--- config.mk ---
export PLATFORM = sky130hd
export DESIGN_NAME = bounded_fifo_with_stats_unit
export DESIGN_NICKNAME = d
export VERILOG_FILES = /design/src/rtl/bfs_pkg.sv /design/src/rtl/bfs_slot_ram.sv /design/src/rtl/bfs_ctrl.sv /design/src/rtl/bounded_fifo_with_stats_unit.sv
export VERILOG_INCLUDE_DIRS = /design/src /design/src/rtl
export SDC_FILE = /design/constraint.sdc
export NUM_CORES = 1
export LEC_CHECK = 0
export BUFFER_PORTS_ARGS = -buffer_cell sky130_fd_sc_hd__buf_4
export CORE_MARGIN = 2
export CORE_UTILIZATION = 30
export CTS_CLUSTER_SIZE = 14
export DETAILED_ROUTE_END_ITERATION = 8
export GPL_ROUTABILITY_DRIVEN = 1
export GPL_TIMING_DRIVEN = 0
export PLACE_DENSITY_LB_ADDON = 0.25
export SYNTH_ARGS = -nofsm -noshare
export SYNTH_HDL_FRONTEND = slang
export SYNTH_SLANG_ARGS = --single-unit
export TNS_END_PERCENT = 100
--- constraint.sdc ---
create_clock -name i_clk -period 5.4 [get_ports i_clk]
set_input_delay 0.54 -clock i_clk [delete_from_list [all_inputs] [get_ports i_clk]]
set_output_delay 0.54 -clock i_clk [all_outputs]
set_load 0.03 [all_outputs]
--- src/rtl/bounded_fifo_with_stats_unit_defines.svh ---
// Assertion macros shared by the bounded FIFO RTL.
// No dependencies; included by files that carry concurrent checks.
`ifndef BOUNDED_FIFO_WITH_STATS_UNIT_DEFINES_SVH
`define BOUNDED_FIFO_WITH_STATS_UNIT_DEFINES_SVH

`ifndef NO_ASSERTIONS

// expression must hold at every clock edge outside reset
`define BFS_ASSERT_HOLDS(lbl, clk, rst_n, expr, msg) \
    lbl: assert property (@(posedge clk) disable iff (!rst_n) (expr)) else $error(msg);

// when ante holds, cons must hold in the next cycle
`define BFS_ASSERT_NEXT(lbl, clk, rst_n, ante, cons, msg) \
    lbl: assert property (@(posedge clk) disable iff (!rst_n) (ante) |=> (cons)) else $error(msg);

`else

`define BFS_ASSERT_HOLDS(lbl, clk, rst_n, expr, msg)
`define BFS_ASSERT_NEXT(lbl, clk, rst_n, ante, cons, msg)

`endif

`endif

--- src/rtl/bfs_pkg.sv ---
// Shared types and constants for the bounded FIFO with statistics.
// No dependencies.
package bfs_pkg;

    localparam int WORD_W           = 32;
    localparam int OCC_W            = 5;
    localparam int LIMIT_W          = 5;
    localparam int OUT_CNT_W        = 32;
    localparam int DEPTH_DEF        = 16;
    localparam int COUNTER_BITS_DEF = 32;
    localparam int APB_ADDR_W       = 3;
    localparam int APB_DATA_W       = 32;

    localparam logic [LIMIT_W-1:0] LIMIT_RESET = 5'd16;

    // register index taken from paddr[2]
    localparam logic CFG_IDX_LIMIT = 1'b0;

    typedef enum logic {
        OP_PUSH = 1'b0,
        OP_POP  = 1'b1
    } t_op;

    typedef struct packed {
        logic status;   // 1: full on push or empty on pop
        logic pop_ok;   // read data holds the popped word
    } t_step_info;

endpackage

--- src/rtl/bfs_slot_ram.sv ---
// Slot storage for the FIFO ring: one write port, one registered read port.
// Depends on bfs_pkg for the word width.
module bfs_slot_ram #(
    parameter int DEPTH = bfs_pkg::DEPTH_DEF,
    parameter int AW    = $clog2(DEPTH)
) (
    input  logic                       i_clk,
    input  logic                       i_wr_en,
    input  logic [AW-1:0]              i_wr_addr,
    input  logic [bfs_pkg::WORD_W-1:0] i_wr_data,
    input  logic                       i_rd_en,
    input  logic [AW-1:0]              i_rd_addr,
    output logic [bfs_pkg::WORD_W-1:0] o_rd_data
);
    import bfs_pkg::*;

    logic [WORD_W-1:0] r_mem [DEPTH];
    logic [WORD_W-1:0] r_rd_data;

    always_ff @(posedge i_clk) begin
        if (i_wr_en) begin
            r_mem[i_wr_addr] <= i_wr_data;
        end
        if (i_rd_en) begin
            r_rd_data <= r_mem[i_rd_addr];
        end
    end

    assign o_rd_data = r_rd_data;

endmodule

--- src/rtl/bfs_ctrl.sv ---
// Ring pointers, fill level, statistics counters and result register.
// Depends on bfs_pkg and bounded_fifo_with_stats_unit_defines.svh.
`include "bounded_fifo_with_stats_unit_defines.svh"

module bfs_ctrl #(
    parameter int DEPTH        = bfs_pkg::DEPTH_DEF,
    parameter int COUNTER_BITS = bfs_pkg::COUNTER_BITS_DEF,
    parameter int AW           = $clog2(DEPTH)
) (
    input  logic                          i_clk,
    input  logic                          i_rst_n,
    input  logic [bfs_pkg::LIMIT_W-1:0]   i_limit,
    input  logic                          i_in_valid,
    output logic                          o_in_ready,
    input  logic                          i_op,
    output logic                          o_out_valid,
    input  logic                          i_out_ready,
    output bfs_pkg::t_step_info           o_info,
    output logic [bfs_pkg::OCC_W-1:0]     o_occupancy,
    output logic [bfs_pkg::OUT_CNT_W-1:0] o_push_tries,
    output logic [bfs_pkg::OUT_CNT_W-1:0] o_pop_tries,
    output logic [bfs_pkg::OUT_CNT_W-1:0] o_pushes_done,
    output logic [bfs_pkg::OUT_CNT_W-1:0] o_pops_done,
    output logic                          o_wr_en,
    output logic [AW-1:0]                 o_wr_addr,
    output logic                          o_rd_en,
    output logic [AW-1:0]                 o_rd_addr
);
    import bfs_pkg::*;

    localparam int FILL_W = $clog2(DEPTH + 1);
    localparam int CMP_W  = (FILL_W > LIMIT_W) ? FILL_W : LIMIT_W;
    localparam logic [AW-1:0]    LAST_SLOT = AW'(DEPTH - 1);
    localparam logic [CMP_W-1:0] DEPTH_C   = CMP_W'(DEPTH);

    logic [AW-1:0]           r_head, n_head;
    logic [AW-1:0]           r_tail, n_tail;
    logic [FILL_W-1:0]       r_fill, n_fill;
    logic [COUNTER_BITS-1:0] r_push_try, n_push_try;
    logic [COUNTER_BITS-1:0] r_pop_try, n_pop_try;
    logic [COUNTER_BITS-1:0] r_push_ok, n_push_ok;
    logic [COUNTER_BITS-1:0] r_pop_ok, n_pop_ok;
    logic                    r_out_valid, n_out_valid;
    t_step_info              r_info, n_info;

    logic             accept;
    logic             is_pop;
    logic             full;
    logic             empty;
    logic             push_ok;
    logic             pop_ok;
    logic [CMP_W-1:0] limit_c;
    logic [CMP_W-1:0] eff_limit;

    logic [FILL_W+OCC_W-1:0]           fill_ext;
    logic [COUNTER_BITS+OUT_CNT_W-1:0] push_try_ext;
    logic [COUNTER_BITS+OUT_CNT_W-1:0] pop_try_ext;
    logic [COUNTER_BITS+OUT_CNT_W-1:0] push_ok_ext;
    logic [COUNTER_BITS+OUT_CNT_W-1:0] pop_ok_ext;

    // a new word may enter whenever the result register is free or draining
    assign o_in_ready = !r_out_valid || i_out_ready;
    assign accept     = i_in_valid && o_in_ready;
    assign is_pop     = (t_op'(i_op) == OP_POP);

    // limit above the ring depth acts as the depth
    assign limit_c   = CMP_W'(i_limit);
    assign eff_limit = (limit_c > DEPTH_C) ? DEPTH_C : limit_c;
    assign full      = CMP_W'(r_fill) >= eff_limit;
    assign empty     = (r_fill == '0);
    assign push_ok   = accept && !is_pop && !full;
    assign pop_ok    = accept && is_pop && !empty;

    assign o_wr_en   = push_ok;
    assign o_wr_addr = r_tail;
    assign o_rd_en   = pop_ok;
    assign o_rd_addr = r_head;

    always_comb begin
        n_head      = r_head;
        n_tail      = r_tail;
        n_fill      = r_fill;
        n_push_try  = r_push_try;
        n_pop_try   = r_pop_try;
        n_push_ok   = r_push_ok;
        n_pop_ok    = r_pop_ok;
        n_info      = r_info;
        n_out_valid = r_out_valid && !i_out_ready;
        if (accept) begin
            n_out_valid   = 1'b1;
            n_info.status = is_pop ? empty : full;
            n_info.pop_ok = pop_ok;
            if (is_pop) begin
                n_pop_try = r_pop_try + 1'b1;
            end else begin
                n_push_try = r_push_try + 1'b1;
            end
        end
        if (push_ok) begin
            n_tail    = (r_tail == LAST_SLOT) ? '0 : r_tail + 1'b1;
            n_fill    = r_fill + 1'b1;
            n_push_ok = r_push_ok + 1'b1;
        end
        if (pop_ok) begin
            n_head   = (r_head == LAST_SLOT) ? '0 : r_head + 1'b1;
            n_fill   = r_fill - 1'b1;
            n_pop_ok = r_pop_ok + 1'b1;
        end
    end

    always_ff @(posedge i_clk) begin
        if (!i_rst_n) begin
            r_head      <= '0;
            r_tail      <= '0;
            r_fill      <= '0;
            r_push_try  <= '0;
            r_pop_try   <= '0;
            r_push_ok   <= '0;
            r_pop_ok    <= '0;
            r_out_valid <= 1'b0;
            r_info      <= '0;
        end else begin
            r_head      <= n_head;
            r_tail      <= n_tail;
            r_fill      <= n_fill;
            r_push_try  <= n_push_try;
            r_pop_try   <= n_pop_try;
            r_push_ok   <= n_push_ok;
            r_pop_ok    <= n_pop_ok;
            r_out_valid <= n_out_valid;
            r_info      <= n_info;
        end
    end

    // state only moves on accept, which needs the result register free or draining,
    // so the live counters and fill are the reported values
    assign fill_ext     = {{OCC_W{1'b0}}, r_fill};
    assign push_try_ext = {{OUT_CNT_W{1'b0}}, r_push_try};
    assign pop_try_ext  = {{OUT_CNT_W{1'b0}}, r_pop_try};
    assign push_ok_ext  = {{OUT_CNT_W{1'b0}}, r_push_ok};
    assign pop_ok_ext   = {{OUT_CNT_W{1'b0}}, r_pop_ok};

    assign o_out_valid   = r_out_valid;
    assign o_info        = r_info;
    assign o_occupancy   = fill_ext[OCC_W-1:0];
    assign o_push_tries  = push_try_ext[OUT_CNT_W-1:0];
    assign o_pop_tries   = pop_try_ext[OUT_CNT_W-1:0];
    assign o_pushes_done = push_ok_ext[OUT_CNT_W-1:0];
    assign o_pops_done   = pop_ok_ext[OUT_CNT_W-1:0];

    `BFS_ASSERT_HOLDS(a_fill_bound, i_clk, i_rst_n, r_fill <= FILL_W'(DEPTH), "fill above depth")
    `BFS_ASSERT_HOLDS(a_empty_ptrs, i_clk, i_rst_n, (r_fill != '0) || (r_head == r_tail), "empty ring with pointers apart")
    `BFS_ASSERT_NEXT(a_push_fill, i_clk, i_rst_n, push_ok, r_fill == $past(r_fill) + 1'b1, "push did not raise fill")
    `BFS_ASSERT_NEXT(a_pop_count, i_clk, i_rst_n, pop_ok, r_pop_ok == $past(r_pop_ok) + 1'b1, "pop did not bump count")
    `BFS_ASSERT_NEXT(a_stall_hold, i_clk, i_rst_n, r_out_valid && !i_out_ready, $stable(r_fill) && $stable(r_push_try) && $stable(r_pop_try), "state moved under stall")

endmodule

--- src/rtl/bounded_fifo_with_stats_unit.sv ---
// Top level of the bounded FIFO with statistics: APB limit register,
// controller and slot RAM. Depends on bfs_pkg, bfs_ctrl and bfs_slot_ram.
//
//   channel  | handshake                     | fields
//   ---------+-------------------------------+----------------------------------
//   input    | i_in_valid / o_in_ready       | i_op, i_value
//   result   | o_out_valid / i_out_ready     | o_status, o_popped, o_occupancy,
//            |                               | o_push_tries, o_pop_tries,
//            |                               | o_pushes_done, o_pops_done
//   config   | psel, penable, pwrite, pready | paddr, pwdata, prdata
//
// One word per cycle sustained while results are taken; the result shows in the
// cycle after accept, as the slot RAM's registered read port needs on a pop.
// A stalled result holds o_in_ready low until it is taken.
// Reset is synchronous: pointers, fill and counters clear, limit returns to 16.
// Slot contents are not cleared; only written slots are ever read.
module bounded_fifo_with_stats_unit #(
    parameter int DEPTH        = bfs_pkg::DEPTH_DEF,
    parameter int COUNTER_BITS = bfs_pkg::COUNTER_BITS_DEF
) (
    input  logic                             i_clk,
    input  logic                             i_rst_n,
    input  logic                             psel,
    input  logic                             penable,
    input  logic                             pwrite,
    input  logic [bfs_pkg::APB_ADDR_W-1:0]   paddr,
    input  logic [bfs_pkg::APB_DATA_W-1:0]   pwdata,
    output logic [bfs_pkg::APB_DATA_W-1:0]   prdata,
    output logic                             pready,
    input  logic                             i_in_valid,
    output logic                             o_in_ready,
    input  logic                             i_op,
    input  logic signed [bfs_pkg::WORD_W-1:0] i_value,
    output logic                             o_out_valid,
    input  logic                             i_out_ready,
    output logic                             o_status,
    output logic signed [bfs_pkg::WORD_W-1:0] o_popped,
    output logic [bfs_pkg::OCC_W-1:0]        o_occupancy,
    output logic [bfs_pkg::OUT_CNT_W-1:0]    o_push_tries,
    output logic [bfs_pkg::OUT_CNT_W-1:0]    o_pop_tries,
    output logic [bfs_pkg::OUT_CNT_W-1:0]    o_pushes_done,
    output logic [bfs_pkg::OUT_CNT_W-1:0]    o_pops_done
);
    import bfs_pkg::*;

    localparam int AW = $clog2(DEPTH);

    logic [LIMIT_W-1:0] r_limit;
    logic               cfg_wr;
    logic               sel_limit;

    t_step_info         info;
    logic               wr_en;
    logic [AW-1:0]      wr_addr;
    logic               rd_en;
    logic [AW-1:0]      rd_addr;
    logic [WORD_W-1:0]  rd_data;

    // register index is the word address; byte offset bits are ignored
    assign pready    = 1'b1;
    assign sel_limit = (paddr[2] == CFG_IDX_LIMIT);
    assign cfg_wr    = psel && penable && pwrite && pready;
    assign prdata    = sel_limit ? {{(APB_DATA_W - LIMIT_W){1'b0}}, r_limit} : '0;

    always_ff @(posedge i_clk) begin
        if (!i_rst_n) begin
            r_limit <= LIMIT_RESET;
        end else if (cfg_wr && sel_limit) begin
            r_limit <= pwdata[LIMIT_W-1:0];
        end
    end

    bfs_ctrl #(
        .DEPTH        (DEPTH),
        .COUNTER_BITS (COUNTER_BITS),
        .AW           (AW)
    ) u_ctrl (
        .i_clk         (i_clk),
        .i_rst_n       (i_rst_n),
        .i_limit       (r_limit),
        .i_in_valid    (i_in_valid),
        .o_in_ready    (o_in_ready),
        .i_op          (i_op),
        .o_out_valid   (o_out_valid),
        .i_out_ready   (i_out_ready),
        .o_info        (info),
        .o_occupancy   (o_occupancy),
        .o_push_tries  (o_push_tries),
        .o_pop_tries   (o_pop_tries),
        .o_pushes_done (o_pushes_done),
        .o_pops_done   (o_pops_done),
        .o_wr_en       (wr_en),
        .o_wr_addr     (wr_addr),
        .o_rd_en       (rd_en),
        .o_rd_addr     (rd_addr)
    );

    bfs_slot_ram #(
        .DEPTH (DEPTH),
        .AW    (AW)
    ) u_slot_ram (
        .i_clk     (i_clk),
        .i_wr_en   (wr_en),
        .i_wr_addr (wr_addr),
        .i_wr_data (WORD_W'(i_value)),
        .i_rd_en   (rd_en),
        .i_rd_addr (rd_addr),
        .o_rd_data (rd_data)
    );

    // popped word is zero on pushes and on a failed pop
    assign o_status = info.status;
    assign o_popped = info.pop_ok ? signed'(rd_data) : '0;

endmodule
# Word-level counts from Yosys, hierarchy flattened
# Memories as Yosys holds them, arrays and structs flattened. A register that Yosys moved wholly into a read port is not among the register bits.
# Cells that the tools add are included.
# totals
word_cells	56
output_inout_bits	201
memories	1
input_bits	75
register_bits	149
ram_bits	512
# classes
n_lt_le_gt_ge	2
muxes	11
bitwise	2
n_eq_ne	2
addsub	8
reduce_logical	19
# mem_list
name	words	width	read_ports	rd_ports_with_merged_regs	wr	line	source
u_slot_ram.r_mem	16	32	1	1	1	bfs_slot_ram.sv:17	logic [WORD_W-1:0] r_mem [DEPTH];
# ops
operator	n
adder 32 x 1 -> 32 bit, second input constant	4
two-way mux 32 bit	1
two-way mux 5 bit	4
logical AND 1 bit	9
adder 4 x 1 -> 4 bit, second input constant	2
== test 4 bit, second input constant	2
two-way mux 4 bit	2
adder 5 x 1 -> 5 bit, second input constant	1
>= comparator 5 bit	1
> comparator 5 bit, second input constant	1
zero test 1 bit	5
zero test 5 bit	1
subtractor 5 x 1 -> 5 bit, second input constant	1
two-way mux 1 bit	4
AND reduction 2 bit	2
NOT 1 bit	2
nonzero test 2 bit	1
logical OR 1 bit	1

# Depth between registers and ports, before layout
# Gate-level depths: netlist of the first run.
# logic_depth
word_depth	7
depth_mapped	14

# By module
# Synthesis of the first run repeated with hierarchy kept, for this count alone.
# unflattened
cells_unflattened	1786
area_unflattened_um2	27901.8
# by_module_without_submodules
module	cells_each	area_per_inst_um2	instances	seq_area_each_um2
bfs_slot_ram	838	20174.3	1	16335.7
bfs_ctrl	855	7036.7	1	2882.8
bounded_fifo_with_stats_unit	93	690.7	1	100.1

# Worst setup path after synthesis of the first run
# Ideal clock, no wire load.
# synth_timing
path_kind	reg2reg
startpoint	register u_ctrl.r_fill[0] (netlist: u_ctrl.o_occupancy[0])
endpoint	memory u_slot_ram.r_mem[3][0], enable pin
path_stages_with_launch	9
arrival_ns	4.137
period_less_slack_ns	4.598
setup_time_ns	0.461
setup_slack_ns	0.802
cell_sequence	dfxtp_1 > inv_1 > ha_1 > nor2b_1 > o21ai_0 > a21oi_1 > clkbuf_1 > o211ai_1 > nor3_1
# synth_between
elab_chain_len	5
# synth_rtl
element	line	source
start: declaration	bfs_ctrl.sv:38	logic [FILL_W-1:0] r_fill, n_fill;
start signal: assignment	bfs_ctrl.sv:125	r_fill <= n_fill;
>= comparator 5 bit	bfs_ctrl.sv:69	assign full = CMP_W'(r_fill) >= eff_limit;
zero test 1 bit	bfs_ctrl.sv:71	assign push_ok = accept && !is_pop && !full;
logical AND 1 bit	bfs_ctrl.sv:71	
two-way mux 1 bit	bfs_slot_ram.sv:21	if (i_wr_en) begin
two-way mux 1 bit (not written as such)	bfs_slot_ram.sv:22	r_mem[i_wr_addr] <= i_wr_data;
end: declaration	bfs_slot_ram.sv:17	
# Every way passes these cells.

# Final worst setup path of the first run
# layout_timing
startpoint	register u_ctrl.r_out_valid (netlist: u_ctrl.o_out_valid)
endpoint	register u_ctrl.r_fill[4] (netlist: u_ctrl.o_occupancy[4])
# layout_between
elab_chain_len	6
word_cells_on_any_way	9
cone_classes	mux (1); reduce/logical (8)
# layout_rtl
element	line	source
start: declaration	bfs_ctrl.sv:43	logic r_out_valid, n_out_valid;
start signal: assignment	bfs_ctrl.sv:130	r_out_valid <= n_out_valid;
zero test 1 bit *	bfs_ctrl.sv:62	assign o_in_ready = !r_out_valid || i_out_ready;
logical OR 1 bit *	bfs_ctrl.sv:62	
logical AND 1 bit *	bfs_ctrl.sv:63	assign accept = i_in_valid && o_in_ready;
logical AND 1 bit * (2 in series)	bfs_ctrl.sv:72	assign pop_ok = accept && is_pop && !empty;
via rd_en	bounded_fifo_with_stats_unit.sv:55	logic rd_en;
two-way mux 5 bit / nonzero test 2 bit (equally long branches)	--	
# The timed path passes the listed nets; every way through them passes the cells marked *.
# A chain may end at the register's enable or synchronous reset.

==> metrics, run 1 <==
outcome=finished, final reports clean; mux cell area share after synthesis=between 10% and 20%; routed len/inst=~22 um; compound-cell area share of the yosys netlist=3.83%; DR top layer=met5; Pre-antenna DRT Iters=7; unrepaired setup endpoints after global routing=false; Netlist cell types=53; area grow syn2layout=21.6%; Row Count=between 100 and 150; type of origin of the critical path=flop; largest family of logic cells by synthesized area=multiplexers; crit share post-route=69.8%; FILL cells=around 8,700; Routed met2 length=between 30,000 and 40,000 um; buffer count from post-CTS setup fixing=0; critical path peak fanout=20; Synth Flop Type=edfxtp_1; number of global-route vias before repair=16,600; final WL=roughly 73,000 um; drt drc=0; Synth Area per Inst=16.0 um^2; Post-Syn Instances=between 1,500 and 2,000; dpl ws=1.36 ns; final hold slack=~0.17 ns; Post-Synth XOR/XNOR Area=approximately 3%; Tmin final=~3.8 ns; TritonCTS clock tree=built; min-delay src=pwdata[0]; Arr. time, crit path=approximately 4.3 ns; dpl cells=about 3,200; Tot Pwr=11.5 mW; Starting Density=30.3%; Setup violations, final=0; data required time of the worst path=5.95 ns; CTS Buffer Depth=3; CTS resizes=0; I/O Buffers=~220; post-synthesis adder-cell area fraction=less than 1%; worst skew pair latency=0.63 ns; skew final=between 0.02 and 0.025 ns; Post-DRT Antenna Nets=0; FF-to-FF setup slack=1.63 ns; Worst-path clk slew=0.06 ns; # hold bufs at CTS=0; RR Endpoint=u_ctrl.o_occupancy[4]; setup TNS=0 ns; pins over their slew limit=0; Post-Synth Simple-Gate Area=~8.8%; YS warnings=0; clock sinks=approximately 700; most frequent cells in the layout=edfxtp_1 (544), buf_4 (246), dfxtp_1 (149); layout cells sized above 1=25.0%; die width=around 310 um; nets=about 2,200; commonest non-fill, non-tap cell in the layout=edfxtp_1; Crit Path Category=reg -> reg; M1 wire length=32,100 um; Synth Register Bits=between 600 and 700; via count=16,200; Worst Tran Pin Value=1.05 ns; Netlist Area Pre-Place=about 28,000 um^2; initial antenna violation count=6; H-tree depth=3; Via density=4.88; worst hold path depth=3; grt ovf=0; largest net degree at the start of global routing=26; global-route wire length before repair=107,000 um; met3 WL=approximately 4300 um; async set-or-reset flop fraction in the synthesized netlist=0%; peak supply drop=about 0.23 mV; Finished Layout Cells=about 3,300; PD cells=approximately 340 nW/um^2; routability cong.=between 0.7 and 0.8; max-cap violations=0; Slew headroom=around 30%; hold endpoint=r_limit[0]; DRT iter0 DRCs=between 1,000 and 1,500; sequential area share after synthesis=roughly 70%; final hold vios=0; critical path capture point type=flop; leakage power=around 11 nW; placed instance area=~31,000 um^2; core box area=about 92,000 um^2; reg2reg start=u_ctrl.o_out_valid; Hold/Removal Path Class=in -> reg; Clock Root Buffer=clkbuf_16; total CTS buffers=between 70 and 80; utilization after layout=36.8%; Post-DP HPWL=between 40,000 and 50,000 um; Final Worst Setup Slack=1.63 ns; die footprint=95,000 um^2; achievable frequency=265 MHz; GRT Util Overall=15.3%; Die Span Y=308 um; Post-synth EDFFs=between 500 and 600; Design Area, Final=33,800 um^2; reg2reg path depth=14; Top-Level Pins=around 280
routing by layer:
metal  global-route usage [%]  up-vias
met5                        0        -
met4                     4.11        8
met2                     25.7      447
met1                     20.1     8347
met3                     3.17      100
li1                         -     7335
final cells by class:
type | count | area (um^2) | area share, %
multi-input cells | 940 | 7980 | 23.6
plain buffers | 107 | 524 | 1.55
well taps | 1186 | 1480 | 4.40
diodes | 2 | 5.00 | 0.0148
clock buffers | 96 | 2020 | 5.98
flip-flops and latches | 693 | 19300 | 57.2
inverters | 20 | 75.1 | 0.222
repair buffers | 238 | 2010 | 5.94
clock inverters | 42 | 350 | 1.04
worst max-delay path by stage:
stage / from / to / slack, ns
4_1_cts: u_ctrl.o_out_valid / u_ctrl.o_occupancy[4] / 1.58
6_report: u_ctrl.o_out_valid / u_ctrl.o_occupancy[4] / 1.63
3_3_place_gp: r_limit[4] / u_slot_ram.r_mem[3][9] / -2.44
3_5_place_dp: i_out_ready / u_ctrl.o_occupancy[4] / 1.36
2_1_floorplan: u_ctrl.o_occupancy[0] / u_slot_ram.r_mem[3][0] / 0.80
5_1_grt: u_ctrl.o_out_valid / u_ctrl.o_occupancy[4] / 1.31
cell families after synthesis:
| group | Yosys count |
|---|---|
| AO/OA/AOI/OAI | 178 |
| XOR/XNOR | 95 |
| adder cells (fa/ha/maj) | 18 |
| buffers and inverters | 127 |
| flip-flops | 693 |
| multiplexers | 165 |
| other | 2 |
| AND/OR/NAND/NOR | 456 |
critical path: stages (launching register included):
cell      delay, ns
dfxtp_1        0.31
nor2b_1        0.13
clkbuf_1       0.20
inv_1          0.27
and3_2         0.21
clkbuf_1       0.29
o21ai_1        0.15
inv_1          0.37
buf_2          0.55
ha_1           0.36
nor2b_1        0.14
o21ai_0        0.22
a21oi_1        0.11
a21oi_1        0.21
mux2i_1        0.18
synth_stat cells, types with 10 or more instances:
library cell / instances / share of area, %
a21oi_1: 78 / 1.4
nor2b_1: 45 / 1.0
or3_1: 24 / 0.54
o21ai_0: 33 / 0.59
nand4_1: 30 / 0.68
o21a_1: 14 / 0.38
mux2i_1: 37 / 1.3
nor3_1: 17 / 0.31
xor2_1: 58 / 1.8
xnor2_1: 37 / 1.2
nand3_1: 42 / 0.76
nor4_1: 10 / 0.23
and2_1: 43 / 0.97
clkbuf_1: 60 / 0.81
a211oi_1: 32 / 0.87
inv_1: 19 / 0.26
and3_1: 32 / 0.72
dfxtp_1: 149 / 11
and4_1: 17 / 0.54
nand2_1: 71 / 0.96
ha_1: 17 / 0.77
nor2_1: 107 / 1.4
mux4_2: 128 / 10
buf_4: 28 / 0.76
edfxtp_1: 544 / 59
buf_1: 11 / 0.15
power breakdown:
part	switching (mW)	internal, mW	total [mW]
logic	0.410	0.264	0.674
clock network	2.15	2.81	4.96
registers	0.0264	5.81	5.83
total	2.58	8.88	11.5
registers in the layout, indices dropped and copies added (netlist names), 4 cells and up:
| name | count |
|---|---|
| u_slot_ram.r_mem | 512 |
| u_ctrl.o_pop_tries | 32 |
| u_ctrl.o_pops_done | 32 |
| u_ctrl.o_push_tries | 32 |
| u_ctrl.o_pushes_done | 32 |
| u_slot_ram.o_rd_data | 32 |
| r_limit | 5 |
| u_ctrl.o_occupancy | 5 |
| u_ctrl.o_rd_addr | 4 |
| u_ctrl.o_wr_addr | 4 |
(Power assumes the default switching activity.)
==> run 2, diff against run 1 <==
- clock period: 5.4 -> 3.3 ns (I/O delays scaled with it)
==> run 2 against run 1 <==
Net effect: final cell count up 1.2%; core utilization up 0.88 points; clock power up 76%; non-clock buffer count up 39; critical path depth down 2; clock skew up 0.0036 ns; combinational power up 71%; routed wire length up 0.27%; power up 70%; highest routed layer unchanged.
==> metrics, run 2 (same netlist as run 1, synthesis figures left out) <==
CTS Buffer Depth=3; Row Count=111; leakage power=~12 nW; Slowest-stage cell, CP=dfxtp_1; largest net degree at the start of global routing=45; unrepaired setup endpoints after global routing=true; crit share post-route=about 93%; skew final=0.0263 ns; critical path capture point type=flop; area grow syn2layout=24.5%; critical path peak fanout=11; grt ovf=0; Critical Path Max Stage Delay=around 0.47 ns; Arr. time, crit path=approximately 3.4 ns; initial antenna violation count=2; number of global-route vias before repair=approximately 17,000; nets=2,211; Clock Root Buffer=clkbuf_16; Tot Pwr=around 19 mW; data required time of the worst path=between 3 and 4 ns; type of origin of the critical path=flop; worst skew pair latency=roughly 0.64 ns; max reg flops=roughly 510; clock sinks=just under 700; final WL=around 74,000 um; routed len/inst=21.9 um; Sequential Area=~19,000 um^2; H-tree depth=3; utilization after layout=around 38%; layout cells sized above 1=approximately a quarter; die width=308 um; Worst Tran Pin Value=~1.1 ns; Crit Path Category=reg -> reg; commonest non-fill, non-tap cell in the layout=edfxtp_1; final hold vios=0; DRT iter0 DRCs=~1,200; PD cells=563 nW/um^2; I/O Buffers=218; Setup violations, final=0; Via density=between 4 and 5; Starting Density=a little under a third; footprint of the multi-input gates=8040 um^2; Post-DP HPWL=48,800 um; Worst path top cell family by delay=buffers and inverters; TritonCTS clock tree=built; Hold/Removal Path Class=in -> reg; Die Span Y=308 um; pins over their slew limit=0; core box area=slightly above 90,000 um^2; routability cong.=approximately 0.78; total CTS buffers=slightly below 80; Pre-antenna DRT Iters=5; Post-DRT Antenna Nets=0; Biggest register=u_slot_ram.r_mem; achievable frequency=325 MHz; Tmin final=3.08 ns; Worst-path clk slew=roughly 0.06 ns; via count=16,400; Slew headroom=between 20% and 30%; Top-Level Pins=~280; FILL cells=roughly 8,600; max-cap violations=0; GRT Util Overall=15.3%; Crit path buffers/inverters=6; crit-path most repeated cell=buf_16; most frequent cells in the layout=edfxtp_1 (544), buf_4 (249), dfxtp_1 (149); die footprint=approximately 95,000 um^2; worst-path cell chain=inv_1 > ha_1 > nor2b_1 > o21ai_0 > a21oi_1 > clkbuf_4 > o211ai_1 > buf_4 > buf_12 > nor3_4 > buf_16 > buf_16; outcome=finished, final reports clean; drt drc=0; global-route wire length before repair=roughly 110,000 um; peak supply drop=0.415 mV
[run 2: cell count changes in the layout (fill, tap and decap cells not counted), moves of 4 or more]
cell           change
clkbuf_8           +4
and3_2            -13
buf_16             +4
clkbuf_1          -11
buf_1              -4
clkinv_4           +5
clkinv_1           -9
dlygate4sd3_1     +37
and3_4            +13
clkbuf_2           +6
[run 2: power breakdown]
group          total, mW  internal (mW)  switching [mW]
registers           9.54           9.50          0.0439
clock network       8.75           5.11            3.65
logic               1.15          0.470           0.684
total               19.5           15.1            4.37
[run 2: routing by layer]
metal | vias to the layer above | track usage (%) | wire length [um]
met2 | 448 | 25.6 | 35700
met3 | 98 | 3.00 | 4100
met5 | - | 0 | 11
met4 | 2 | 3.98 | 1400
li1 | 7430 | - | -
met1 | 8404 | 20.4 | 32300
[run 2: cell type report]
class                   count  area share (%)
diodes                      1         0.00724
plain buffers             106            1.66
clock buffers              99            6.17
clock inverters            42            1.39
inverters                  20           0.224
multi-input cells         940            23.3
flip-flops and latches    693            55.9
well taps                1186            4.29
repair buffers            278            7.10
[run 2: path summary, 6_finish.rpt]
check,start,cells after the start,slack (ns),endpoint
hold reg to reg,u_ctrl.o_info[1],2,0.46,u_ctrl.o_info[1]
setup reg to reg,u_ctrl.o_occupancy[0],12,0.22,u_slot_ram.r_mem[3][29]
setup / recovery,u_ctrl.o_occupancy[0],12,0.22,u_slot_ram.r_mem[3][29]
hold / removal,i_in_valid,3,0.05,u_ctrl.o_out_valid
[run 2: worst register-to-register path: stages, from the launching register on]
cell	delay [ns]
dfxtp_1	0.47
inv_1	0.15
ha_1	0.32
nor2b_1	0.11
o21ai_0	0.09
a21oi_1	0.28
clkbuf_4	0.28
o211ai_1	0.11
buf_4	0.20
buf_12	0.14
nor3_4	0.26
buf_16	0.19
buf_16	0.17
[run 2: per-stage QoR]
| stage | hold slack [ns] | worst slack (ns) | area (um^2) | instances | TNS [ns] |
|---|---|---|---|---|---|
| detailed placement | 0.452 | -0.784 | 31400 | 3181 | -47.41 |
| global route | 0.0382 | -0.0532 | 34600 | 3364 | -0.0532 |
| global placement | 0.441 | -2.87 | 31000 | 3164 | -684.45 |
| finish | 0.0507 | 0.224 | 34600 | 3365 | 0 |
| CTS | 0.00942 | -0.145 | 34500 | 3363 | -8.34 |
| floorplan | 0.429 | -0.521 | 27900 | 1760 | -43.62 |
[run 2: repair_timing]
item	in CTS	in global routing
pin swaps	2	1
setup endpoints to repair	276	415
gates resized for setup	14	29
hold endpoints to repair	517	0
buffers inserted	4	2
hold buffers	37	0
==> run 3, diff against run 2 <==
- CORE_ASPECT_RATIO: not set -> 1.2
==> run 3 against run 2 <==
Net effect: combinational power about the same; register-to-register slack better by 0.02 ns; final cell count grew 1.8%; core utilization decreased by 0.20 points; clock power decreased by 4.1%; critical path type unchanged.
==> metrics, run 3 (same netlist as run 1, synthesis figures left out) <==
max reg flops=between 500 and 600; Worst-path clk slew=around 0.060 ns; drt drc=0; PD cells=about 550 nW/um^2; Arr. time, crit path=approximately 3.4 ns; layout cells sized above 1=approximately a quarter; Tmin final=between 3 and 4 ns; I/O Buffers=between 200 and 250; achievable frequency=~330 MHz; Post-DP HPWL=49,400 um; GRT Util Overall=between 10% and 20%; via count=between 15,000 and 20,000; Slowest-stage cell, CP=clkdlybuf4s15_2; pins over their slew limit=0; grt ovf=0; Die Span Y=around 340 um; type of origin of the critical path=flop; commonest non-fill, non-tap cell in the layout=edfxtp_1; Slew headroom=27.1%; CTS Buffer Depth=3; Tot Pwr=about 19 mW; final hold vios=0; worst-path cell chain=clkbuf_1 > clkdlybuf4s15_2 > buf_4 > mux4_2 > a211oi_1 > a21oi_1; Post-DRT Antenna Nets=0; dpl cells=approximately 3,200; Worst Tran Pin Value=~1.1 ns; DRT iter0 DRCs=about 1,100; die footprint=between 90,000 and 100,000 um^2; unrepaired setup endpoints after global routing=false; peak supply drop=between 0.3 and 0.4 mV; FF-to-FF setup slack=roughly 0.24 ns; Crit path buffers/inverters=3; Top-Level Pins=276; critical path peak fanout=10; area grow syn2layout=24.4%; final hold slack=~0.12 ns; H-tree depth=3; min-delay src=i_op; routed len/inst=21.9 um; initial antenna violation count=6; final WL=about 75,000 um; total CTS buffers=between 70 and 80; RR Endpoint=u_slot_ram.o_rd_data[20]; die width=~280 um; reg2reg start=u_ctrl.o_rd_addr[0]; Pre-antenna DRT Iters=5; routability cong.=~0.79; core box area=between 90,000 and 100,000 um^2; crit share post-route=between 90% and 100%; setup TNS=0 ns; Final Worst Setup Slack=0.240 ns; Row Count=between 100 and 150; Worst path top cell family by delay=buffers and inverters; Critical Path Max Stage Delay=0.57 ns; most frequent cells in the layout=edfxtp_1 (544), buf_4 (253), dfxtp_1 (149); outcome=finished, final reports clean; dpl ws=-0.682 ns; largest net degree at the start of global routing=45; max-cap violations=0; Finished Layout Cells=around 3,400; FILL cells=between 8,000 and 9,000; Biggest register=u_slot_ram.r_mem; global-route wire length before repair=108,000 um; hold endpoint=u_ctrl.o_info[1]; reg2reg path depth=6; skew final=0.0277 ns; worst hold path depth=4; data required time of the worst path=between 3 and 4 ns; worst skew pair latency=0.63 ns; nets=approximately 2,200; clock sinks=693; Starting Density=~30%; number of global-route vias before repair=around 17,000; Hold/Removal Path Class=in -> reg; leakage power=11.5 nW; TritonCTS clock tree=built; Via density=4.82; Crit Path Category=reg -> reg; Setup violations, final=0; critical path capture point type=flop; Clock Root Buffer=clkbuf_16
## run 3: worst max path at each step
stage | start | to | cells after the start
finish | u_ctrl.o_rd_addr[0] | u_slot_ram.o_rd_data[20] | 6
global route | u_ctrl.o_rd_addr[1] | u_slot_ram.o_rd_data[16] | 5
CTS | r_limit[4] | u_slot_ram.r_mem[6][20] | 10
detailed placement | i_out_ready | u_ctrl.o_occupancy[4] | 15
global placement | r_limit[4] | u_slot_ram.r_mem[11][15] | 9
floorplan | u_ctrl.o_occupancy[0] | u_slot_ram.r_mem[7][0] | 8
## run 3: per-layer routing
| layer | vias up | wire (um) | GRT usage [%] |
|---|---|---|---|
| met2 | 488 | 38100 | 27.1 |
| met4 | 4 | 1230 | 4.27 |
| met3 | 82 | 4600 | 2.93 |
| met5 | - | 25 | 0 |
| met1 | 8501 | 30900 | 19.3 |
| li1 | 7440 | - | - |
## run 3: power by group
| group | total [mW] | internal, mW | switching (mW) |
|---|---|---|---|
| registers | 9.54 | 9.50 | 0.0444 |
| clock network | 8.39 | 4.85 | 3.54 |
| logic | 1.18 | 0.478 | 0.703 |
## run 3: layout make-up
cell class	count	area [um^2]	share of cell area [%]
sequential	693	19300	56.0
multi-input combinational	940	8040	23.3
timing repair buffer	284	2500	7.26
clock buffer	100	2030	5.87
tap	1240	1550	4.49
buffer	106	573	1.66
clock inverter	38	422	1.22
inverter	20	77.6	0.225
antenna	4	10.0	0.0290
## run 3: metrics by stage
step | utilization (%) | area, um^2
floorplan | - | 27900
global placement | 33.7 | 31100
detailed placement | 34.2 | 31500
CTS | 37.4 | 34400
global route | 37.5 | 34500
finish | 37.5 | 34500
## run 3: worst register-to-register path: cells and delay by family (launching register included)
kind            cells  cell delay [ns]
buf+inv             3             1.28
compound gates      2             0.57
mux                 1             0.55
flops               1             0.37
## run 3: what timing repair did
action / 4_1_cts / 5_1_grt
endpoints found under the setup margin: 384 / 335
pin swaps: 2 / 2
hold buffers: 38 / 0
gates cloned: 0 / 1
endpoints found under the hold margin: 457 / 0
gates resized for setup: 28 / 11
setup buffers: 4 / 5
